--- src/sfha_pkg.sv ---
// Shared types, constants and helpers of the segregated-fit heap allocator.
package sfha_pkg;

    localparam int GRANULE_BYTES = 32;
    localparam int GRAN_SHIFT    = 5;
    localparam int HEADER_BYTES  = 16;
    localparam int SIZE_W        = 11;
    localparam int LINK_W        = 12;
    localparam int LARGE_BYTES   = 32768;
    localparam int BIN_RAW_W     = 4;

    localparam logic [LINK_W-1:0] LINK_NONE = 12'hFFF;

    localparam logic OP_ALLOC = 1'b0;
    localparam logic OP_FREE  = 1'b1;

    typedef enum logic [2:0] {
        ST_DONE    = 3'd0,
        ST_NULL    = 3'd1,
        ST_OOM     = 3'd2,
        ST_LARGE   = 3'd3,
        ST_INVALID = 3'd4
    } t_status;

    typedef struct packed {
        logic        operation;
        logic [15:0] request_bytes;
        logic [15:0] free_address;
    } t_req;

    typedef struct packed {
        t_status     status;
        logic [15:0] data_address;
    } t_rsp;

    // One boundary-tag record per granule
    typedef struct packed {
        logic              in_use;
        logic [SIZE_W-1:0] size;
        logic [SIZE_W-1:0] back;
        logic [LINK_W-1:0] next;
        logic [LINK_W-1:0] prev;
    } t_word;

    typedef enum logic [1:0] {
        FLD_NEXT,
        FLD_PREV,
        FLD_BACK
    } t_fld;

    typedef enum logic [4:0] {
        S_CLEAR, S_IDLE, S_SCAN, S_CHECK, S_UL0, S_UL1, S_RMW_RD, S_RMW_WR,
        S_FILE, S_A_G, S_A_R, S_A_BACK, S_F_RD, S_F_CHK, S_F_WG, S_F_NRD,
        S_F_NCHK, S_F_NMRG, S_F_PRD, S_F_PCHK, S_F_PMRG, S_F_FILE,
        S_FIN_DONE, S_FIN_OOM, S_FIN_INV
    } t_state;

    typedef enum logic [4:0] {
        CMD_NOP, CMD_CLEAR, CMD_ACCEPT, CMD_SCAN, CMD_CHECK, CMD_UL0, CMD_UL1,
        CMD_RMW_RD, CMD_RMW_WR, CMD_FILE, CMD_A_G, CMD_A_R, CMD_A_BACK,
        CMD_F_RD, CMD_F_CHK, CMD_F_WG, CMD_F_NRD, CMD_F_NCHK, CMD_F_NMRG,
        CMD_F_PRD, CMD_F_PCHK, CMD_F_PMRG, CMD_F_FILE, CMD_FINISH
    } t_cmd;

    typedef struct packed {
        t_cmd    op;
        t_status code;
    } t_ctl_s;

    typedef struct packed {
        logic out_busy;
        logic quick;
        logic is_free;
        logic clr_last;
        logic scan_end;
        logic head_none;
        logic fits;
        logic split;
        logic rd_in_use;
        logic prev_none;
        logic next_none;
        logic back_zero;
        logic file_h_none;
    } t_sts_s;

    // Bin before clamping: top set bit of the size in granules, plus one
    function automatic logic [BIN_RAW_W-1:0] bin_raw(input logic [SIZE_W-1:0] size);
        logic [BIN_RAW_W-1:0] b;
        b = '0;
        for (int i = 0; i < SIZE_W; i++) begin
            if (size[i]) begin
                b = BIN_RAW_W'(i + 1);
            end
        end
        return b;
    endfunction

endpackage

--- src/sfha_ctrl.sv ---
// Controller state machine of the heap allocator: sequences datapath commands.
module sfha_ctrl (
    input  logic            i_clk,
    input  logic            i_rst_n,
    input  logic            i_in_valid,
    input  sfha_pkg::t_sts_s i_sts,
    output sfha_pkg::t_ctl_s o_ctl,
    output logic            o_in_take
);

    sfha_pkg::t_state r_state, n_state;
    sfha_pkg::t_state r_ul_ret, n_ul_ret;
    sfha_pkg::t_state r_rmw_ret, n_rmw_ret;
    sfha_pkg::t_state r_fl_ret, n_fl_ret;
    logic             take;

    assign take      = (r_state == sfha_pkg::S_IDLE) && !i_sts.out_busy;
    assign o_in_take = take;

    // Advance state and hold return points
    always_ff @(posedge i_clk) begin
        if (!i_rst_n) begin
            r_state   <= sfha_pkg::S_CLEAR;
            r_ul_ret  <= sfha_pkg::S_IDLE;
            r_rmw_ret <= sfha_pkg::S_IDLE;
            r_fl_ret  <= sfha_pkg::S_IDLE;
        end else begin
            r_state   <= n_state;
            r_ul_ret  <= n_ul_ret;
            r_rmw_ret <= n_rmw_ret;
            r_fl_ret  <= n_fl_ret;
        end
    end

    // Next state
    always_comb begin
        n_state   = r_state;
        n_ul_ret  = r_ul_ret;
        n_rmw_ret = r_rmw_ret;
        n_fl_ret  = r_fl_ret;
        unique case (r_state)
            sfha_pkg::S_CLEAR: begin
                if (i_sts.clr_last) n_state = sfha_pkg::S_IDLE;
            end
            sfha_pkg::S_IDLE: begin
                if (take && i_in_valid && !i_sts.quick) begin
                    n_state = i_sts.is_free ? sfha_pkg::S_F_RD : sfha_pkg::S_SCAN;
                end
            end
            sfha_pkg::S_SCAN: begin
                if (i_sts.scan_end) n_state = sfha_pkg::S_FIN_OOM;
                else if (!i_sts.head_none) n_state = sfha_pkg::S_CHECK;
            end
            sfha_pkg::S_CHECK: begin
                if (i_sts.fits) begin
                    n_state  = sfha_pkg::S_UL0;
                    n_ul_ret = sfha_pkg::S_A_G;
                end else begin
                    n_state = sfha_pkg::S_SCAN;
                end
            end
            sfha_pkg::S_UL0: begin
                if (i_sts.prev_none) begin
                    n_state = sfha_pkg::S_UL1;
                end else begin
                    n_state   = sfha_pkg::S_RMW_RD;
                    n_rmw_ret = sfha_pkg::S_UL1;
                end
            end
            sfha_pkg::S_UL1: begin
                if (i_sts.next_none) begin
                    n_state = r_ul_ret;
                end else begin
                    n_state   = sfha_pkg::S_RMW_RD;
                    n_rmw_ret = r_ul_ret;
                end
            end
            sfha_pkg::S_RMW_RD: n_state = sfha_pkg::S_RMW_WR;
            sfha_pkg::S_RMW_WR: n_state = r_rmw_ret;
            sfha_pkg::S_FILE: begin
                if (i_sts.file_h_none) begin
                    n_state = r_fl_ret;
                end else begin
                    n_state   = sfha_pkg::S_RMW_RD;
                    n_rmw_ret = r_fl_ret;
                end
            end
            sfha_pkg::S_A_G: begin
                n_state = i_sts.split ? sfha_pkg::S_A_R : sfha_pkg::S_FIN_DONE;
            end
            sfha_pkg::S_A_R: begin
                n_state  = sfha_pkg::S_FILE;
                n_fl_ret = sfha_pkg::S_A_BACK;
            end
            sfha_pkg::S_A_BACK: begin
                n_state   = sfha_pkg::S_RMW_RD;
                n_rmw_ret = sfha_pkg::S_FIN_DONE;
            end
            sfha_pkg::S_F_RD: n_state = sfha_pkg::S_F_CHK;
            sfha_pkg::S_F_CHK: begin
                n_state = i_sts.rd_in_use ? sfha_pkg::S_F_WG : sfha_pkg::S_FIN_INV;
            end
            sfha_pkg::S_F_WG:  n_state = sfha_pkg::S_F_NRD;
            sfha_pkg::S_F_NRD: n_state = sfha_pkg::S_F_NCHK;
            sfha_pkg::S_F_NCHK: begin
                if (i_sts.rd_in_use) begin
                    n_state = sfha_pkg::S_F_PRD;
                end else begin
                    n_state  = sfha_pkg::S_UL0;
                    n_ul_ret = sfha_pkg::S_F_NMRG;
                end
            end
            sfha_pkg::S_F_NMRG: begin
                n_state   = sfha_pkg::S_RMW_RD;
                n_rmw_ret = sfha_pkg::S_F_PRD;
            end
            sfha_pkg::S_F_PRD: begin
                n_state = i_sts.back_zero ? sfha_pkg::S_F_FILE : sfha_pkg::S_F_PCHK;
            end
            sfha_pkg::S_F_PCHK: begin
                if (i_sts.rd_in_use) begin
                    n_state = sfha_pkg::S_F_FILE;
                end else begin
                    n_state  = sfha_pkg::S_UL0;
                    n_ul_ret = sfha_pkg::S_F_PMRG;
                end
            end
            sfha_pkg::S_F_PMRG: begin
                n_state   = sfha_pkg::S_RMW_RD;
                n_rmw_ret = sfha_pkg::S_F_FILE;
            end
            sfha_pkg::S_F_FILE: begin
                n_state  = sfha_pkg::S_FILE;
                n_fl_ret = sfha_pkg::S_FIN_DONE;
            end
            sfha_pkg::S_FIN_DONE, sfha_pkg::S_FIN_OOM, sfha_pkg::S_FIN_INV: begin
                n_state = sfha_pkg::S_IDLE;
            end
            default: n_state = sfha_pkg::S_IDLE;
        endcase
    end

    // Command outputs
    always_comb begin
        o_ctl.op   = sfha_pkg::CMD_NOP;
        o_ctl.code = sfha_pkg::ST_DONE;
        unique case (r_state)
            sfha_pkg::S_CLEAR:  o_ctl.op = sfha_pkg::CMD_CLEAR;
            sfha_pkg::S_IDLE: begin
                if (take && i_in_valid) o_ctl.op = sfha_pkg::CMD_ACCEPT;
            end
            sfha_pkg::S_SCAN:   o_ctl.op = sfha_pkg::CMD_SCAN;
            sfha_pkg::S_CHECK:  o_ctl.op = sfha_pkg::CMD_CHECK;
            sfha_pkg::S_UL0:    o_ctl.op = sfha_pkg::CMD_UL0;
            sfha_pkg::S_UL1:    o_ctl.op = sfha_pkg::CMD_UL1;
            sfha_pkg::S_RMW_RD: o_ctl.op = sfha_pkg::CMD_RMW_RD;
            sfha_pkg::S_RMW_WR: o_ctl.op = sfha_pkg::CMD_RMW_WR;
            sfha_pkg::S_FILE:   o_ctl.op = sfha_pkg::CMD_FILE;
            sfha_pkg::S_A_G:    o_ctl.op = sfha_pkg::CMD_A_G;
            sfha_pkg::S_A_R:    o_ctl.op = sfha_pkg::CMD_A_R;
            sfha_pkg::S_A_BACK: o_ctl.op = sfha_pkg::CMD_A_BACK;
            sfha_pkg::S_F_RD:   o_ctl.op = sfha_pkg::CMD_F_RD;
            sfha_pkg::S_F_CHK:  o_ctl.op = sfha_pkg::CMD_F_CHK;
            sfha_pkg::S_F_WG:   o_ctl.op = sfha_pkg::CMD_F_WG;
            sfha_pkg::S_F_NRD:  o_ctl.op = sfha_pkg::CMD_F_NRD;
            sfha_pkg::S_F_NCHK: o_ctl.op = sfha_pkg::CMD_F_NCHK;
            sfha_pkg::S_F_NMRG: o_ctl.op = sfha_pkg::CMD_F_NMRG;
            sfha_pkg::S_F_PRD:  o_ctl.op = sfha_pkg::CMD_F_PRD;
            sfha_pkg::S_F_PCHK: o_ctl.op = sfha_pkg::CMD_F_PCHK;
            sfha_pkg::S_F_PMRG: o_ctl.op = sfha_pkg::CMD_F_PMRG;
            sfha_pkg::S_F_FILE: o_ctl.op = sfha_pkg::CMD_F_FILE;
            sfha_pkg::S_FIN_DONE: begin
                o_ctl.op   = sfha_pkg::CMD_FINISH;
                o_ctl.code = sfha_pkg::ST_DONE;
            end
            sfha_pkg::S_FIN_OOM: begin
                o_ctl.op   = sfha_pkg::CMD_FINISH;
                o_ctl.code = sfha_pkg::ST_OOM;
            end
            sfha_pkg::S_FIN_INV: begin
                o_ctl.op   = sfha_pkg::CMD_FINISH;
                o_ctl.code = sfha_pkg::ST_INVALID;
            end
            default: o_ctl.op = sfha_pkg::CMD_NOP;
        endcase
    end

endmodule

--- config.mk ---
export PLATFORM = sky130hd
export DESIGN_NAME = sfha_ctrl
export DESIGN_NICKNAME = d
export VERILOG_FILES = /design/src/sfha_pkg.sv /design/src/sfha_ctrl.sv
export SDC_FILE = /design/constraint.sdc
export NUM_CORES = 1
export LEC_CHECK = 0
export BUFFER_PORTS_ARGS = -buffer_cell sky130_fd_sc_hd__buf_2
export CORE_MARGIN = 2
export CORE_UTILIZATION = 35
export DETAILED_ROUTE_END_ITERATION = 8
export GPL_TIMING_DRIVEN = 0
export PLACE_DENSITY = 0.58
export SLEW_MARGIN = 20
export SYNTH_ARGS = -nofsm -noshare
export SYNTH_HDL_FRONTEND = slang
export SYNTH_SLANG_ARGS = --single-unit
--- constraint.sdc ---
create_clock -name i_clk -period 2.46 [get_ports i_clk]
set_clock_uncertainty 0.1 [all_clocks]
set_input_delay 0.369 -clock i_clk [delete_from_list [all_inputs] [get_ports i_clk]]
set_output_delay 0.369 -clock i_clk [all_outputs]
set_load 0.01 [all_outputs]
==> results of run 1 <==
## routing by layer
| layer | track usage | vias up | part of all wire |
|---|---|---|---|
| met4 | 0.0608 | 0 | 0.024 |
| met2 | 0.301 | 91 | 0.45 |
| met3 | 0.0394 | 15 | 0.076 |
| met1 | 0.285 | 858 | 0.45 |
| met5 | 0 | - | 0 |
| li1 | - | 878 | - |
## final timing paths
kind / startpoint / endpoint / slack, ns / depth (start not counted)
max: r_state[2]$_SDFFE_PN0P_ / o_in_take / 0.18 / 5
min: i_rst_n / r_fl_ret[2]$_SDFFE_PN0P_ / 0.35 / 2
max reg2reg: r_state[0]$_SDFFE_PN0P_ / r_rmw_ret[1]$_SDFFE_PN0P_ / 0.28 / 5
min reg2reg: r_rmw_ret[0]$_SDFFE_PN1P_ / r_rmw_ret[0]$_SDFFE_PN1P_ / 0.35 / 2
## report_power, final
group          internal (uW)  switching [uW]
combinational           85.7             156
sequential               301            8.70
clock                    142            88.8
## synth_stat cells (2+ instances only)
master,count
nand2_1,25
a21oi_1,20
dfxtp_1,18
o21ai_0,15
buf_2,12
nor2_1,12
nor2b_1,11
nand3_1,8
nor3_1,8
a31oi_1,7
a32oi_1,6
a21boi_0,5
clkbuf_1,5
inv_1,5
nand2b_1,5
and3_1,4
o31ai_1,4
a2111oi_0,3
a32o_1,3
and2_1,3
o211ai_1,3
nand4_1,2
nor4_1,2
o211a_1,2
o21a_1,2
o221ai_1,2
o32ai_1,2
xnor2_1,2
## area by class of cell
| cell class | instances | area, sq um | share of cell area |
|---|---|---|---|
| Buffer | 16 | 80.1 | 0.0443 |
| Clock buffer | 4 | 55.1 | 0.0305 |
| Inverter | 6 | 22.5 | 0.0125 |
| Multi-Input combinational cell | 179 | 1110 | 0.614 |
| Sequential cell | 18 | 360 | 0.199 |
| Tap cell | 52 | 65.1 | 0.0360 |
| Timing Repair Buffer | 23 | 115 | 0.0637 |
## critical path, cell delays in order (launching register included)
cell and delay [ns]:
dfxtp_1 0.30, buf_2 0.22, nor2_1 0.41, nand2_1 0.26
nor3_1 0.21, buf_2 0.15
## through the flow
step | total power [uW] | cells | setup slack (ns) | utilization | hold WS [ns]
3_3_place_gp | 556 | 297 | 0.215 | 0.405 | 0.348
6_report | 782 | 298 | 0.181 | 0.415 | 0.355
4_1_cts | 784 | 299 | 0.0820 | 0.415 | 0.352
3_5_place_dp | 552 | 297 | 0.237 | 0.405 | 0.356
2_1_floorplan | 477 | 222 | 0.484 | - | 0.321
5_1_grt | 825 | 298 | 0.00565 | 0.415 | 0.339
## what timing repair did
item                                   4_1_cts  5_1_grt
gates resized for setup                      0        2
setup endpoints to repair                    3        3
endpoints found under the hold margin        0        0
## registers in the layout, summed over array words and instances, names as in the netlist
name / count
r_rmw_ret: 5
r_fl_ret: 4
r_state: 5
r_ul_ret: 4
## cells by family after synthesis
kind of cell | synth area share
AOI/OAI and AO/OA | 0.373
xor gates and xnor gates | 0.0111
buffers and inverters | 0.0712
DFF | 0.228
muxes | 0.00633
other | 0.00237
and+or+nand+nor | 0.308
## cells in the final DEF, fill, tap and decap left out, types with 6 or more instances in the layout
cell	synthesis	layout
nand2_1	25	25
nand3_1	8	8
nor3_1	8	8
o21ai_0	15	15
dfxtp_1	18	18
a32oi_1	6	6
a21oi_1	20	20
buf_2	12	33
nor2_1	12	12
a31oi_1	7	7
nor2b_1	11	11
==> flow_summary.toml, run 1 <==
[placed_design]
gp_congestion = 0.919
placed_area_sq_um = 1760
port_buffers = 23
hpwl_mm = 3.95

[yosys]
yosysWarnings = 0
synth_nets = 238
async_flop_share = 0
synth_top_area_cell = "dfxtp_1"
ys_top_cells_by_area = "dfxtp_1, a21oi_1, nand2_1"
syn_inst = 222
avgSynthCellArea_sq_um = 7.12
ys_ff_latch = 18
netlist_area_sq_um = 1580
synth_top_area_frac = 0.228
ys_types = 54
synth-edff-count = 0
ys.flop_type = "dfxtp_1"
yosysSeqAreaShare = 0.228

[die]
start_util = 0.363
core_sq_um = 4350
pin_count = 25
die_w_um = 71.2
fp-row-count = 24
die_area_sq_um = 5070
fp.dieH_um = 71.2

[global_routing]
grt_pass1_wl_mm = 8.12
overflow = 0
grt.total_usage = 0.199
grt_max_degree = 20
antenna_found_initial = 0
grt_pass1_vias = 1641

[final_layout]
nets = 263
num-fill-cells = 461
drive_above_1_share = 0.195
antenna_cells = 0
layout-area-overhead-vs-synth_pct = 14.2
final_cell_area_sq_um = 1810

[worst_setup_path]
end_kind = "output port"
startpoint_type = "register"
worstPathArrival_ns = 1.81
worst-path-max-fanout = 19
worst_ep_required_time_ns = 1.99
path_class = "reg -> out"

[route]
dr.pass1.iters = 5
drcViolationCount = 0
drt-initial-drc-count = 163
routed_wl_mm = 5.03
wl_per_cell_um = 16.9
ant_nets = 0
num_vias = 1842
viasPerCell = 6.18

[pwr]
p_leak_uw = 0.000701
ir_worst_vdd_mv = 0.458
powerDensity_nw_per_um2 = 433

[timing]
rsz0062_at_grt = "false"
period_share = 0.926
final_hold_viol_count = 0
tightest_slew_ns = 0.635
max-slew-margin-rel = 0.575
setup_viol = 0
tns_ns = 0
max_freq_mhz = 439
min_period_ns = 2.28
slew_violations = 0

[clocking]
clock_path_buffers = 2
clock-root-buffer = "clkbuf_8"
postCtsHoldBufs = 0
insertion_delay_ns = 0.25
cts.clk_slew.worst_paths_ns = 0.06
cts_buffers = 3
cts_setup_buffers = 0
ctsHtreeMaxLevel = 1
clock-sinks = 18
cts_tree = "built"

[flow_run]
maxCapViolations = 0

[min_path]
min_path_type = "in -> reg"

[outcome]
status = "complete, no violations"
Power figures use the tool's default switching activity.
==> inputs of run 2 (changes only) <==
--- a/config.mk
+++ b/config.mk
@@ -6,11 +6,13 @@
 export NUM_CORES = 1
 export LEC_CHECK = 0
 export BUFFER_PORTS_ARGS = -buffer_cell sky130_fd_sc_hd__buf_2
+export CELL_PAD_IN_SITES_DETAIL_PLACEMENT = 0
+export CELL_PAD_IN_SITES_GLOBAL_PLACEMENT = 1
 export CORE_MARGIN = 2
-export CORE_UTILIZATION = 35
+export CORE_UTILIZATION = 40
 export DETAILED_ROUTE_END_ITERATION = 8
 export GPL_TIMING_DRIVEN = 0
-export PLACE_DENSITY = 0.58
+export PLACE_DENSITY = 0.83
 export SLEW_MARGIN = 20
 export SYNTH_ARGS = -nofsm -noshare
 export SYNTH_HDL_FRONTEND = slang
==> run 2 against run 1 <==
Effect of this change:
- worst hold slack got worse by 0.0075 ns
- worst setup slack got worse by 0.020 ns
- global-route usage increased by 3.6 points
- highest routed layer unchanged
==> flow_summary.toml, run 2 (synthesized netlist as in run 1, its figures left out) <==
[global_routing]
grt_pass1_vias = 1652
grt.total_usage = 0.235
antenna_found_initial = 0
grt_max_degree = 20
grt_pass1_wl_mm = 8.02
overflow = 0

[route]
viasPerCell = 6.24
num_vias = 1836
drt-initial-drc-count = 187
dr.pass1.iters = 6
routed_wl_mm = 4.96
ant_nets = 0
drcViolationCount = 0
wl_per_cell_um = 16.9

[die]
pin_count = 25
fp-row-count = 22
die_area_sq_um = 4470
core_sq_um = 3740
die_w_um = 66.9
fp.dieH_um = 66.9
start_util = 0.422

[pwr]
p_leak_uw = 0.000704
powerDensity_nw_per_um2 = 436
ir_worst_vdd_mv = 0.336

[timing]
max_freq_mhz = 435
setup_viol = 0
rsz0062_at_grt = "false"
max-slew-margin-rel = 0.588
tns_ns = 0
slew_violations = 0
final_hold_viol_count = 0
tightest_slew_ns = 0.615
period_share = 0.935
min_period_ns = 2.30

[placed_design]
hpwl_mm = 3.89
gp_congestion = 0.955
port_buffers = 23

[final_layout]
antenna_cells = 0
multi_input_area_sq_um = 1110
layout-area-overhead-vs-synth_pct = 14.0
final_common_cell = "buf_2"
reg.largest.list = "r_rmw_ret: 5 flops, r_state: 5 flops"
nets = 263
drive_above_1_share = 0.199
utilization = 0.482
final-seq-area_sq_um = 360
layout_common_cells = "buf_2, nand2_1, a21oi_1, dfxtp_1, o21ai_0"
num-fill-cells = 407

[clocking]
clock-root-buffer = "clkbuf_8"
ctsHtreeMaxLevel = 1
insertion_delay_ns = 0.25
cts_setup_buffers = 0
cts_tree = "built"
cts_buffers = 3
clock_path_buffers = 2
cts.clk_slew.worst_paths_ns = 0.07
clock-sinks = 18

[outcome]
status = "complete, no violations"

[worst_setup_path]
crit_top_cell = "buf_2"
worst-path-max-fanout = 19
cp_cell_sequence = "buf_2, clkbuf_4, buf_2, nand2_1, a32o_1, a21oi_1, buf_2"
end_kind = "output port"
path_class = "reg -> out"
crit-reg2reg-launch = "r_state[0]$_SDFFE_PN0P_"
startpoint_type = "register"
worstPathArrival_ns = 1.83
crit_family = "buffers and inverters"
worst_ep_required_time_ns = 1.99
ff2ff_path_depth = 5
crit_path_start = "r_state[4]$_SDFFE_PN0P_"
slowest_delay_ns = 0.30
path_depth = 7
crit_slowest_cell = "dfxtp_1"
critPathBufInv = 4

[min_path]
min-delay-start = "i_rst_n"
whs_path_depth = 2
min_path_type = "in -> reg"

[flow_run]
maxCapViolations = 0
-- run 2: per-stage QoR --
stage               instance area (sq um)  cells  power, uW  hold WS [ns]  worst slack (ns)
finish                               1800    294        787         0.347             0.161
global route                         1800    294        829         0.360            0.0444
CTS                                  1800    295        787         0.341            0.0850
detailed placement                   1760    293        550         0.354             0.234
global placement                     1760    293        554         0.353             0.204
floorplan                            1580    222        477         0.321             0.484
-- run 2: worst paths after layout --
path,to,slack (ns)
worst min register to register,r_rmw_ret[0]$_SDFFE_PN1P_,0.38
worst max-delay path,o_ctl[4],0.16
worst min-delay path,r_fl_ret[2]$_SDFFE_PN0P_,0.35
worst max register to register,r_rmw_ret[1]$_SDFFE_PN0P_,0.31
-- run 2: final cells by class --
cell class                      instances  area share
Sequential cell                        18       0.200
Buffer                                 16      0.0451
Clock buffer                            4      0.0305
Tap cell                               48      0.0333
Timing Repair Buffer                   23      0.0638
Inverter                                6      0.0125
Multi-Input combinational cell        179       0.615
-- run 2: report_power, final --
part | internal (uW) | switching, uW | total [uW]
Clock | 142 | 93.8 | 236
Combinational | 86.0 | 155 | 241
Sequential | 301 | 8.22 | 309
Total | 529 | 257 | 787
-- run 2: routing by layer --
layer	up-vias	routed length, um	GRT usage
met1	822	2140	0.325
met3	20	531	0.0524
met2	117	2130	0.359
met5	-	0	0
li1	877	-	-
met4	0	149	0.0765
-- run 2: what timing repair did --
| action | 4_1_cts | 5_1_grt |
|---|---|---|
| endpoints found under the setup margin | 3 | 4 |
| resized for setup | 0 | 3 |
| hold buffers | 0 | 0 |
| pin swaps | 0 | 0 |
| cloned | 0 | 0 |
| endpoints found under the hold margin | 0 | 0 |
==> inputs of run 3 (changes only) <==
--- a/config.mk
+++ b/config.mk
@@ -12,7 +12,7 @@
 export CORE_UTILIZATION = 40
 export DETAILED_ROUTE_END_ITERATION = 8
 export GPL_TIMING_DRIVEN = 0
-export PLACE_DENSITY = 0.83
+export PLACE_DENSITY = 0.76
 export SLEW_MARGIN = 20
 export SYNTH_ARGS = -nofsm -noshare
 export SYNTH_HDL_FRONTEND = slang
==> run 3 against run 2 <==
Effect of this change:
- sequential power barely moved
- maximum frequency decreased by 1.4%
- clock-buffer cell count unchanged
- register-to-register slack got worse by 0.04 ns
- largest cell class unchanged
- largest power group unchanged
==> flow_summary.toml, run 3 (synthesized netlist as in run 1, its figures left out) <==
[pwr]
switching_share = 0.334
p_int_uw = 529
p_clk_frac = 0.306
powerDensity_nw_per_um2 = 441
p_leak_uw = 0.000700
ir_worst_vdd_mv = 0.384
p_switching_uw = 265
seqPwrFrac = 0.389
combinationalPowerShare = 0.304

[die]
start_util = 0.422
pin_count = 25
die_w_um = 66.9
fp.dieH_um = 66.9
core_sq_um = 3740
die_area_sq_um = 4470
fp-row-count = 22

[final_layout]
drive_above_1_share = 0.195
antenna_cells = 0
layout_common_cells = "buf_2, nand2_1, a21oi_1, dfxtp_1, o21ai_0"
nets = 263
final_common_cell = "buf_2"
multi_input_area_sq_um = 1110
reg.largest.list = "r_rmw_ret: 5 flops, r_state: 5 flops"
num-fill-cells = 404
final-seq-area_sq_um = 360
utilization = 0.481
layout-area-overhead-vs-synth_pct = 13.9
final_cell_area_sq_um = 1800

[timing]
period_share = 0.947
tns_ns = 0
min_period_ns = 2.33
max_freq_mhz = 429
tightest_slew_ns = 0.596
max-slew-margin-rel = 0.601
final_hold_viol_count = 0
setup_viol = 0
rsz0062_at_grt = "false"
slew_violations = 0

[min_path]
min_path_type = "in -> reg"

[clocking]
postCtsHoldBufs = 0
cts_buffers = 3
clock-sinks = 18
clock_path_buffers = 2
cts_tree = "built"
clock-root-buffer = "clkbuf_8"
cts.clk_slew.worst_paths_ns = 0.07
ctsHtreeMaxLevel = 1
cts_setup_buffers = 0
insertion_delay_ns = 0.26

[global_routing]
antenna_found_initial = 0
grt.total_usage = 0.246
grt_pass1_wl_mm = 8.28
grt_max_degree = 20
overflow = 0
grt_pass1_vias = 1603

[worst_setup_path]
worst-path-max-fanout = 10
worst_ep_required_time_ns = 1.99
worstPathArrival_ns = 1.86
path_class = "reg -> out"
startpoint_type = "register"
end_kind = "output port"

[route]
num_vias = 1814
routed_wl_mm = 5.13
wl_per_cell_um = 17.5
dr.pass1.iters = 4
drcViolationCount = 0
drt-initial-drc-count = 118
viasPerCell = 6.17
ant_nets = 0

[placed_design]
gp_congestion = 0.908
hpwl_mm = 4.01
placed_area_sq_um = 1760
port_buffers = 23

[outcome]
status = "complete, no violations"

[flow_run]
maxCapViolations = 0
## run 3: cell count changes in the layout (fill, tap and decap cells not counted)
cell / delta
buf_2: -1
clkbuf_1: +1
## run 3: layer usage
metal,GRT usage,vias up,wire length [um]
li1,-,873,-
met1,0.338,835,2250
met2,0.383,90,2300
met3,0.0456,16,453
met4,0.0867,0,135
met5,0,-,0
## run 3: final timing paths
kind | startpoint | cells past startpoint | end | slack, ns
max reg2reg | r_state[0]$_SDFFE_PN0P_ | 5 | r_rmw_ret[4]$_SDFFE_PN0P_ | 0.27
min reg2reg | r_rmw_ret[0]$_SDFFE_PN1P_ | 2 | r_rmw_ret[0]$_SDFFE_PN1P_ | 0.37
max | r_state[3]$_SDFFE_PN0P_ | 7 | o_ctl[5] | 0.13
min | i_rst_n | 2 | r_fl_ret[3]$_SDFFE_PN0P_ | 0.35
## run 3: critical path, cell delays in order, from the launching register on
cell and delay (ns):
dfxtp_1 0.30, buf_2 0.18, buf_2 0.24, clkbuf_1 0.39, nand2_1 0.13, o221ai_1 0.09, o21ai_0 0.11, buf_2 0.16
## run 3: final cells by class
class	count	area share
Tap cell	48	0.0333
Sequential cell	18	0.200
Clock buffer	4	0.0306
Inverter	6	0.0125
Buffer	16	0.0444
Timing Repair Buffer	23	0.0639
Multi-Input combinational cell	179	0.615
## run 3: timing repair
item,CTS,global route
gates cloned,0,0
endpoints found under the setup margin,3,2
gates resized for setup,0,3
## run 3: power by group through the flow
stage	clock [uW]	sequential (uW)	combinational (uW)
2_1_floorplan	0	313	163
3_3_place_gp	0	316	241
3_5_place_dp	0	316	236
4_1_cts	246	309	236
5_1_grt	259	311	260
6_report	243	309	242
## run 3: metrics by stage
stage,hold WS (ns),worst slack [ns],instances,total power (uW)
after floorplan,0.321,0.484,222,477
after global placement,0.356,0.188,293,557
after detailed placement,0.358,0.228,293,552
after CTS,0.348,0.0323,295,792
after global routing,0.362,0.0177,294,830
final,0.352,0.129,294,794
